[config.mk]
export PLATFORM = sky130hd
export DESIGN_NAME = held_key_priority_list_core
export DESIGN_NICKNAME = d
export VERILOG_FILES = /design/src/rtl/hkpl_pkg.sv /design/src/rtl/hkpl_dpath.sv /design/src/rtl/hkpl_ctrl.sv /design/src/rtl/held_key_priority_list_core.sv
export SDC_FILE = /design/constraint.sdc
export NUM_CORES = 1
export LEC_CHECK = 0
export BUFFER_PORTS_ARGS = -buffer_cell sky130_fd_sc_hd__buf_2
export CORE_MARGIN = 3
export CORE_UTILIZATION = 58
export CTS_BUF_LIST = sky130_fd_sc_hd__clkbuf_4 sky130_fd_sc_hd__clkbuf_8
export CTS_CLUSTER_DIAMETER = 50
export DETAILED_ROUTE_END_ITERATION = 10
export PLACE_DENSITY = 0.84
export SLEW_MARGIN = 20
export SYNTH_ARGS = -nofsm -noshare
export SYNTH_HDL_FRONTEND = slang
export SYNTH_SLANG_ARGS = --single-unit
export TNS_END_PERCENT = 10
[constraint.sdc]
create_clock -name clk -period 3.9 [get_ports clk]
set_input_delay 0.195 -clock clk [delete_from_list [all_inputs] [get_ports clk]]
set_output_delay 0.195 -clock clk [all_outputs]
set_load 0.01 [all_outputs]
[src/rtl/hkpl_pkg.sv]
// Types, constants and command/status structs for the held key priority list.
// No dependencies; imported by every module of the block.
package hkpl_pkg;

  localparam int LIST_DEPTH = 8;
  localparam int CNT_W      = $clog2(LIST_DEPTH + 1);
  localparam int IDX_W      = (LIST_DEPTH > 1) ? $clog2(LIST_DEPTH) : 1;
  localparam int KEY_W      = 8;
  localparam int HELD_W     = 4;

  typedef struct packed {
    logic [KEY_W-1:0] key_code;
    logic             key_held;
    logic             scan_end;
  } hkpl_in_t;

  typedef struct packed {
    logic [KEY_W-1:0]  newest_key;
    logic [HELD_W-1:0] held_count;
    logic              list_empty;
  } hkpl_out_t;

  typedef enum logic [1:0] {
    RD_CUR,
    RD_PREV,
    RD_NEXT
  } hkpl_rd_sel_t;

  typedef struct packed {
    logic         load;
    logic         search_step;
    logic         start_ins;
    logic         shift_ins;
    logic         write_front;
    logic         shift_rem;
    logic         drop_entry;
    logic         finish;
    hkpl_rd_sel_t rd_sel;
  } hkpl_cmd_t;

  typedef struct packed {
    logic hit;
    logic search_done;
    logic held;
    logic idx_zero;
    logic rem_last;
  } hkpl_sts_t;

endpackage

[src/rtl/hkpl_dpath.sv]
// Datapath: key list registers, walk index, count, scan flag and result word.
// Depends on hkpl_pkg; driven by hkpl_ctrl through hkpl_cmd_t.
module hkpl_dpath import hkpl_pkg::*; (
  input  logic      clk,
  input  logic      rst_n,
  input  hkpl_in_t  in_data,
  input  hkpl_cmd_t cmd,
  output hkpl_sts_t sts,
  output hkpl_out_t out_data
);

  localparam logic [CNT_W-1:0] DEPTH_C = CNT_W'(LIST_DEPTH);
  localparam logic [CNT_W-1:0] ONE_C   = CNT_W'(1);

  hkpl_in_t         item_r;
  logic [KEY_W-1:0] key_list_r [LIST_DEPTH];
  logic [CNT_W-1:0] count_r;
  logic [CNT_W-1:0] idx_r;
  logic             saw_held_r;
  hkpl_out_t        out_r;

  logic [CNT_W-1:0] rd_idx;
  logic [KEY_W-1:0] rd_data;
  logic [CNT_W:0]   idx_inc;
  logic             saw_nxt;
  logic             clear;
  logic [CNT_W-1:0] cnt_fin;

  always_comb begin
    case (cmd.rd_sel)
      RD_PREV: rd_idx = idx_r - ONE_C;
      RD_NEXT: rd_idx = idx_r + ONE_C;
      default: rd_idx = idx_r;
    endcase
  end

  assign rd_data = key_list_r[rd_idx[IDX_W-1:0]];
  assign idx_inc = {1'b0, idx_r} + (CNT_W+1)'(1);

  assign sts.hit         = (rd_data == item_r.key_code);
  assign sts.search_done = (idx_r >= count_r);
  assign sts.held        = item_r.key_held;
  assign sts.idx_zero    = (idx_r == '0);
  assign sts.rem_last    = (idx_inc >= {1'b0, count_r});

  assign saw_nxt = saw_held_r | item_r.key_held;
  assign clear   = item_r.scan_end & ~saw_nxt;
  assign cnt_fin = clear ? '0 : count_r;

  always_ff @(posedge clk) begin
    if (!rst_n) begin
      count_r    <= '0;
      saw_held_r <= 1'b0;
      idx_r      <= '0;
    end else begin
      if (cmd.load) begin
        idx_r <= '0;
      end
      if (cmd.search_step || cmd.shift_rem) begin
        idx_r <= idx_r + ONE_C;
      end
      if (cmd.start_ins) begin
        idx_r <= (count_r >= DEPTH_C) ? DEPTH_C - ONE_C : count_r;
      end
      if (cmd.shift_ins) begin
        idx_r <= idx_r - ONE_C;
      end
      if (cmd.write_front) begin
        count_r <= (count_r >= DEPTH_C) ? DEPTH_C : count_r + ONE_C;
      end
      if (cmd.drop_entry) begin
        count_r <= count_r - ONE_C;
      end
      if (cmd.finish) begin
        count_r    <= cnt_fin;
        saw_held_r <= item_r.scan_end ? 1'b0 : saw_nxt;
      end
    end
  end

  always_ff @(posedge clk) begin
    if (cmd.load) begin
      item_r <= in_data;
    end
    if (cmd.shift_ins || cmd.shift_rem) begin
      key_list_r[idx_r[IDX_W-1:0]] <= rd_data;
    end
    if (cmd.write_front) begin
      key_list_r[0] <= item_r.key_code;
    end
    if (cmd.finish) begin
      out_r.newest_key <= (cnt_fin != '0) ? key_list_r[0] : '0;
      out_r.held_count <= HELD_W'(cnt_fin);
      out_r.list_empty <= (cnt_fin == '0);
    end
  end

  assign out_data = out_r;

endmodule

[src/rtl/hkpl_ctrl.sv]
// Controller: sequences search, insert shift and remove shift over the list.
// Depends on hkpl_pkg; commands hkpl_dpath and owns both handshakes.
module hkpl_ctrl import hkpl_pkg::*; (
  input  logic      clk,
  input  logic      rst_n,
  input  logic      in_valid,
  output logic      in_ready,
  output logic      out_valid,
  input  logic      out_ready,
  input  hkpl_sts_t sts,
  output hkpl_cmd_t cmd
);

  typedef enum logic [2:0] {
    S_IDLE,
    S_SEARCH,
    S_INS,
    S_REM,
    S_DONE
  } state_t;

  state_t state_r, state_nxt;
  logic   out_valid_r, out_valid_nxt;

  always_comb begin
    cmd       = '0;
    state_nxt = state_r;
    case (state_r)
      S_IDLE: begin
        if (in_valid) begin
          cmd.load  = 1'b1;
          state_nxt = S_SEARCH;
        end
      end
      S_SEARCH: begin
        cmd.rd_sel = RD_CUR;
        if (sts.search_done) begin
          if (sts.held) begin
            cmd.start_ins = 1'b1;
            state_nxt     = S_INS;
          end else begin
            state_nxt = S_DONE;
          end
        end else if (sts.hit) begin
          state_nxt = sts.held ? S_DONE : S_REM;
        end else begin
          cmd.search_step = 1'b1;
        end
      end
      S_INS: begin
        cmd.rd_sel = RD_PREV;
        if (sts.idx_zero) begin
          cmd.write_front = 1'b1;
          state_nxt       = S_DONE;
        end else begin
          cmd.shift_ins = 1'b1;
        end
      end
      S_REM: begin
        cmd.rd_sel = RD_NEXT;
        if (sts.rem_last) begin
          cmd.drop_entry = 1'b1;
          state_nxt      = S_DONE;
        end else begin
          cmd.shift_rem = 1'b1;
        end
      end
      S_DONE: begin
        if (!out_valid_r || out_ready) begin
          cmd.finish = 1'b1;
          state_nxt  = S_IDLE;
        end
      end
      default: begin
        state_nxt = S_IDLE;
      end
    endcase
  end

  always_comb begin
    if (cmd.finish) begin
      out_valid_nxt = 1'b1;
    end else if (out_ready) begin
      out_valid_nxt = 1'b0;
    end else begin
      out_valid_nxt = out_valid_r;
    end
  end

  always_ff @(posedge clk) begin
    if (!rst_n) begin
      state_r     <= S_IDLE;
      out_valid_r <= 1'b0;
    end else begin
      state_r     <= state_nxt;
      out_valid_r <= out_valid_nxt;
    end
  end

  assign in_ready  = (state_r == S_IDLE);
  assign out_valid = out_valid_r;

endmodule

[src/rtl/held_key_priority_list_core.sv]
// Held key list, newest first, up to LIST_DEPTH entries: each accepted word is one scan
// slot and returns one word with the newest key, the count and an empty flag. An item's
// time is set by the search walk over the list and the shift walk on insert or removal,
// one entry per cycle through a single list read port. The next word is taken while the
// previous result waits at the output.
module held_key_priority_list_core import hkpl_pkg::*; (
  input  logic      clk,
  input  logic      rst_n,
  input  logic      in_valid,
  output logic      in_ready,
  input  hkpl_in_t  in_data,
  output logic      out_valid,
  input  logic      out_ready,
  output hkpl_out_t out_data
);

  hkpl_cmd_t cmd;
  hkpl_sts_t sts;

  hkpl_ctrl u_ctrl (
    .clk       (clk),
    .rst_n     (rst_n),
    .in_valid  (in_valid),
    .in_ready  (in_ready),
    .out_valid (out_valid),
    .out_ready (out_ready),
    .sts       (sts),
    .cmd       (cmd)
  );

  hkpl_dpath u_dpath (
    .clk      (clk),
    .rst_n    (rst_n),
    .in_data  (in_data),
    .cmd      (cmd),
    .sts      (sts),
    .out_data (out_data)
  );

endmodule

==> results of run 1 <==
cells in the final DEF (no fill, tap or decap), types with 11 or more instances in the layout:
cell type	synthesis	routed
and2_1	14	14
o22ai_1	19	19
dfxtp_1	13	12
a21oi_1	25	25
buf_4	3	35
xnor2_1	11	11
nor2_1	38	38
edfxtp_1	87	87
o21ai_0	18	18
nor3_1	12	12
ha_1	17	16
nand2_1	46	46
buf_2	11	28
inv_1	14	14
mux2i_1	16	16
cell families after synthesis:
kind of cell             Yosys count
AND/OR/NAND/NOR                  170
buffers and inverters             46
AO/OA/AOI/OAI                    133
XOR/XNOR                          17
flip-flops                       100
multiplexers                      31
adder cells (fa/ha/maj)           17
through the flow:
stage | hold WS, ns | cell area, sq um | setup WS [ns] | power, uW | utilization
after CTS | 0.0209 | 6330 | 0.0215 | 3810 | 0.675
final | 0.0303 | 6350 | 0.158 | 3840 | 0.678
after floorplan | 0.294 | 5650 | 0.0794 | 2710 | -
after global routing | 0.0125 | 6350 | -0.000108 | 4060 | 0.678
after detailed placement | 0.373 | 6060 | 0.0668 | 3170 | 0.646
after global placement | 0.372 | 6060 | 0.165 | 3100 | 0.646
worst max path at each step:
stage                                   start                                 end  slack (ns)  cells after the start
2_1_floorplan   u_dpath.idx_r[0]$_SDFFE_PN0P_  u_dpath.key_list_r[4][0]$_DFFE_PP_        0.08                      9
3_3_place_gp   u_ctrl.state_r[1]$_SDFFE_PN0P_       u_dpath.idx_r[1]$_SDFFE_PN0P_        0.17                     12
3_5_place_dp   u_ctrl.state_r[1]$_SDFFE_PN0P_      u_ctrl.state_r[2]$_SDFFE_PN0P_        0.07                     13
4_1_cts        u_ctrl.state_r[1]$_SDFFE_PN0P_      u_ctrl.state_r[2]$_SDFFE_PN0P_        0.02                     13
5_1_grt        u_ctrl.state_r[1]$_SDFFE_PN0P_      u_ctrl.state_r[2]$_SDFFE_PN0P_     -0.0001                     13
6_report       u_ctrl.state_r[1]$_SDFFE_PN0P_      u_ctrl.state_r[2]$_SDFFE_PN0P_        0.16                     13
power breakdown:
part,total [uW],switching [uW],internal [uW],leakage (uW)
clock,635,393,242,0.0000910
sequential,1530,95.3,1430,0.000897
combinational,1680,1010,666,0.00130
total,3840,1500,2340,0.00229
area by class of cell:
type | instances | area share
inverters | 16 | 0.00945
well taps | 129 | 0.0254
multi-input cells | 368 | 0.407
flip-flops and latches | 100 | 0.452
repair buffers | 72 | 0.0776
clock inverters | 7 | 0.00886
clock buffers | 9 | 0.0195
flip-flops by register name (all words and copies together), names as in the netlist:
signal,flops
u_ctrl.out_valid,1
u_dpath.idx_r,4
u_dpath.count_r,4
u_dpath.key_list_r,64
u_dpath.sts,1
u_dpath.item_r,9
u_dpath.out_data,13
u_dpath.saw_held_r,1
u_ctrl.state_r,3
metal layers:
layer | global-route usage | wire (um) | up-vias | share of wire
met5 | 0 | 0 | - | 0
li1 | - | - | 2055 | -
met2 | 0.436 | 6950 | 252 | 0.48
met3 | 0.0611 | 1240 | 48 | 0.085
met1 | 0.341 | 5800 | 2170 | 0.40
met4 | 0.120 | 535 | 0 | 0.037
what timing repair did:
item,CTS,global route
hold buffers,9,0
gates resized for setup,0,6
endpoints found under the setup margin,0,15
hold endpoints to repair,9,0
==> reports/metrics.yaml, run 1 <==
fillCellCount: 714
tns_ns: 0
routabilityCongestion: 0.948
synth_compound_area_frac: 0.163
worstRegToRegCells: 13
port_buffers: 28
area_growth_syn_to_layout_pct: 12.4
clkTransAtPathRegs_ns: 0.11
antenna_found_initial: 0
r2r-end: "u_ctrl.state_r[2]$_SDFFE_PN0P_"
leakage_uw: 0.00229
tightest_slew_ns: 0.967
dp.cells: 676
insertion_delay_ns: 0.38
end_kind: "register"
synthSimpleGateAreaFrac: 0.153
reg2reg_from: "u_ctrl.state_r[1]$_SDFFE_PN0P_"
maxSlewHeadroom: 0.349
muxShareOfSynthArea: 0.0713
drtPass1Iterations: 5
vias: 4525
htree_num_levels: 3
critPathBufInv: 3
crit_top_cell: "buf_4"
rrSetupSlack_ns: 0.16
fmax_mhz: 267
critPathRequiredTime_ns: 4.18
grt_max_degree: 26
fp.dieArea_sq_um: 11000
start_util: 0.603
worst-path-max-fanout: 20
synth_top_area_cell: "edfxtp_1"
synth-seq-cells: 100
clkSinkCount: 100
antenna_left: 0
slowest_stage: "ha_2"
setup_viol: 0
hold_depth: 1
ys_types: 70
drv_cap: 0
n_antenna_cell: 0
post_cts_buffers: 0
hold_path_startpoint: "in_data[5]"
routed_wl_mm: 14.5
core_area_sq_um: 9370
netlist_area_sq_um: 5650
synth_top_area_frac: 0.462
ys.flop_type: "edfxtp_1"
ir_worst_vdd_uv: 365
track_usage: 0.267
register_area_sq_um: 2870
tritoncts: "yes"
hpwl_mm: 10.3
synth-seq-area-share: 0.509
synth_common_cells: "edfxtp_1, nand2_1, nor2_1"
die_h_um: 105
holdPathEnd: "u_dpath.item_r[5]$_DFFE_PP_"
multi_input_area_sq_um: 2580
async_reset_ff_frac: 0
cts_inserted_buffers: 9
path_delay_family: "compound AO/OA/AOI/OAI gates"
io_pins: 29
final_max_slew_viol_count: 0
critPathKind: "reg -> reg"
synthCells: 514
crit_path_max_incr_delay_ns: 0.49
synth_edf_count: 87
period_needed_ns: 3.74
synthXorXnorAreaFrac: 0.0264
post_drt_wl_per_cell_um: 20.7
clock-root-buffer: "clkbuf_8"
power.density_nw_per_um2: 605
synthAdderAreaFrac: 0.0377
drc_errors: 0
hold_class: "in -> reg"
period_share: 0.960
cp_cell_sequence: "or3b_1 -> ha_2 -> inv_1 -> buf_4 -> a21o_1 -> a211oi_1 -> o31ai_1 -> xor2_1 -> a211o_1 -> o22ai_2 -> a31oi_4 -> buf_4 -> o311a_1"
grt_pass1_wl_mm: 22.7
syn_nets: 545
fin_skew_ns: 0.0185
fin_cells: 701
drt_iter0_markers: 430
yosysWarnings: 0
synth_most_common_cell: "edfxtp_1"
die_width_um: 105
overflow: 0
grt_pass1_vias: 4418
status: "completed"
nets: 598
rows: 35
drive_above_1_share: 0.187
synth.area.top_cells: "edfxtp_1, dfxtp_1, ha_1"
cp-start-kind: "register"
ctsLongestPathBuffers: 2
synth_top_family_by_area: "compound AO/OA/AOI/OAI gates"
viasPerCell: 6.46
syn_area_per_cell_sq_um: 11.0
hold_viol_final: 0
cp.arrival_ns: 4.02
(Power assumes the default switching activity.)
==> run 2: changes to the inputs <==
==> constraint.sdc (replaced) <==
create_clock -name clk -period 3.9 [get_ports clk]
set_input_delay 0.585 -clock clk [delete_from_list [all_inputs] [get_ports clk]]
set_output_delay 0.585 -clock clk [all_outputs]
set_load 0.01 [all_outputs]
==> run 2 against run 1 <==
Compared with the run above: utilization fell by 0.96 points; total power decreased by 0.13%; critical path depth stayed put; largest cell class unchanged; highest routed layer unchanged.
==> reports/metrics.yaml, run 2 (synthesis gave the netlist of run 1 again) <==
drv_cap: 0
critPathBufInv: 3
cp.arrival_ns: 4.03
worst-path-max-fanout: 20
fp.dieArea_sq_um: 11000
end_kind: "register"
nets: 589
top_register: "u_dpath.key_list_r"
status: "completed"
drtPass1Iterations: 6
period_share: 0.963
crit_path_max_incr_delay_ns: 0.49
port_buffers: 28
insertion_delay_ns: 0.37
crit_top_cell: "buf_4"
pre_cts_slack_ns: 0.0668
routabilityCongestion: 0.948
tightest_slew_ns: 0.966
dpl_cell_area_sq_um: 6060
fillCellCount: 725
start_util: 0.603
period_needed_ns: 3.76
register_area_sq_um: 2870
critPathRequiredTime_ns: 4.17
leakage_uw: 0.00225
clkTransAtPathRegs_ns: 0.11
setup_viol: 0
io_pins: 29
ctsLongestPathBuffers: 2
final_core_util: 0.668
antenna_left: 0
cts_inserted_buffers: 9
path_delay_family: "compound AO/OA/AOI/OAI gates"
layout_commonest_cell: "edfxtp_1"
clock-root-buffer: "clkbuf_8"
clkSinkCount: 100
setup_ws_ns: 0.144
tritoncts: "yes"
final_max_slew_viol_count: 0
fin_skew_ns: 0.0176
hold_viol_final: 0
cp_cell_sequence: "or3b_1 -> ha_2 -> inv_1 -> buf_4 -> a21o_1 -> a211oi_1 -> o31ai_1 -> xor2_1 -> a211o_1 -> o22ai_2 -> a31oi_4 -> buf_4 -> o311a_1"
drive_above_1_share: 0.190
htree_num_levels: 3
maxSlewHeadroom: 0.349
cp-start-kind: "register"
drc_errors: 0
power.density_nw_per_um2: 613
dp.cells: 676
vias: 4443
n_antenna_cell: 0
hpwl_mm: 10.3
slowest_stage: "ha_2"
post_drt_wl_per_cell_um: 20.7
grt_max_degree: 26
post_cts_buffers: 0
hold_class: "in -> reg"
fin_cells: 692
area_growth_syn_to_layout_pct: 10.9
die_width_um: 105
overflow: 0
antenna_found_initial: 0
fmax_mhz: 266
largest_reg_flops: 64
grt_pass1_wl_mm: 22.5
multi_input_area_sq_um: 2580
drt_iter0_markers: 364
viasPerCell: 6.42
fin_area_sq_um: 6260
ir_worst_vdd_uv: 358
routed_wl_mm: 14.4
die_h_um: 105
track_usage: 0.264
grt_pass1_vias: 4371
core_area_sq_um: 9370
critPathKind: "reg -> reg"
total_power_uw: 3840
rows: 35
final_cell_mix: "edfxtp_1, nand2_1, nor2_1"
run 2: worst paths after layout:
kind / endpoint / slack [ns] / cells past startpoint / from
max: u_ctrl.state_r[2]$_SDFFE_PN0P_ / 0.14 / 13 / u_ctrl.state_r[1]$_SDFFE_PN0P_
min reg2reg: u_dpath.saw_held_r$_SDFFE_PN0P_ / 0.49 / 2 / u_dpath.saw_held_r$_SDFFE_PN0P_
max reg2reg: u_ctrl.state_r[2]$_SDFFE_PN0P_ / 0.14 / 13 / u_ctrl.state_r[1]$_SDFFE_PN0P_
min: u_dpath.item_r[2]$_DFFE_PP_ / 0.38 / 1 / in_data[2]
run 2: final cells by class:
type	count	share of cell area
inverter	16	0.00959
clock buffer	9	0.0198
sequential	100	0.459
multi-input combinational	368	0.413
clock inverter	7	0.00899
tap	129	0.0258
timing repair buffer	63	0.0643
run 2: routing by layer:
layer	global-route usage	vias up	share of wire
met5	0	-	0
met4	0.120	0	0.031
met3	0.0611	47	0.085
met2	0.427	233	0.48
met1	0.339	2122	0.40
li1	-	2041	-
run 2: per-stage QoR:
| stage | TNS, ns | hold slack [ns] |
|---|---|---|
| 2_1_floorplan | 0 | 0.438 |
| 3_3_place_gp | 0 | 0.450 |
| 3_5_place_dp | 0 | 0.469 |
| 4_1_cts | 0 | 0.373 |
| 5_1_grt | -0.000108 | 0.368 |
| 6_report | 0 | 0.380 |
run 2: where the power goes:
group          switching [uW]  internal (uW)
Sequential               94.7           1430
Combinational            1010            660
Clock                     395            242
run 2: worst register-to-register path: stages (launching register included):
cell      delay, ns
dfxtp_2        0.39
or3b_1         0.46
ha_2           0.49
inv_1          0.12
buf_4          0.22
a21o_1         0.26
a211oi_1       0.32
o31ai_1        0.11
xor2_1         0.15
a211o_1        0.25
o22ai_2        0.17
a31oi_4        0.17
buf_4          0.19
o311a_1        0.34
run 2: repair_timing:
item / CTS / global route
resized for setup: 0 / 6
hold buffers: 0 / 0
setup endpoints to repair: 0 / 15
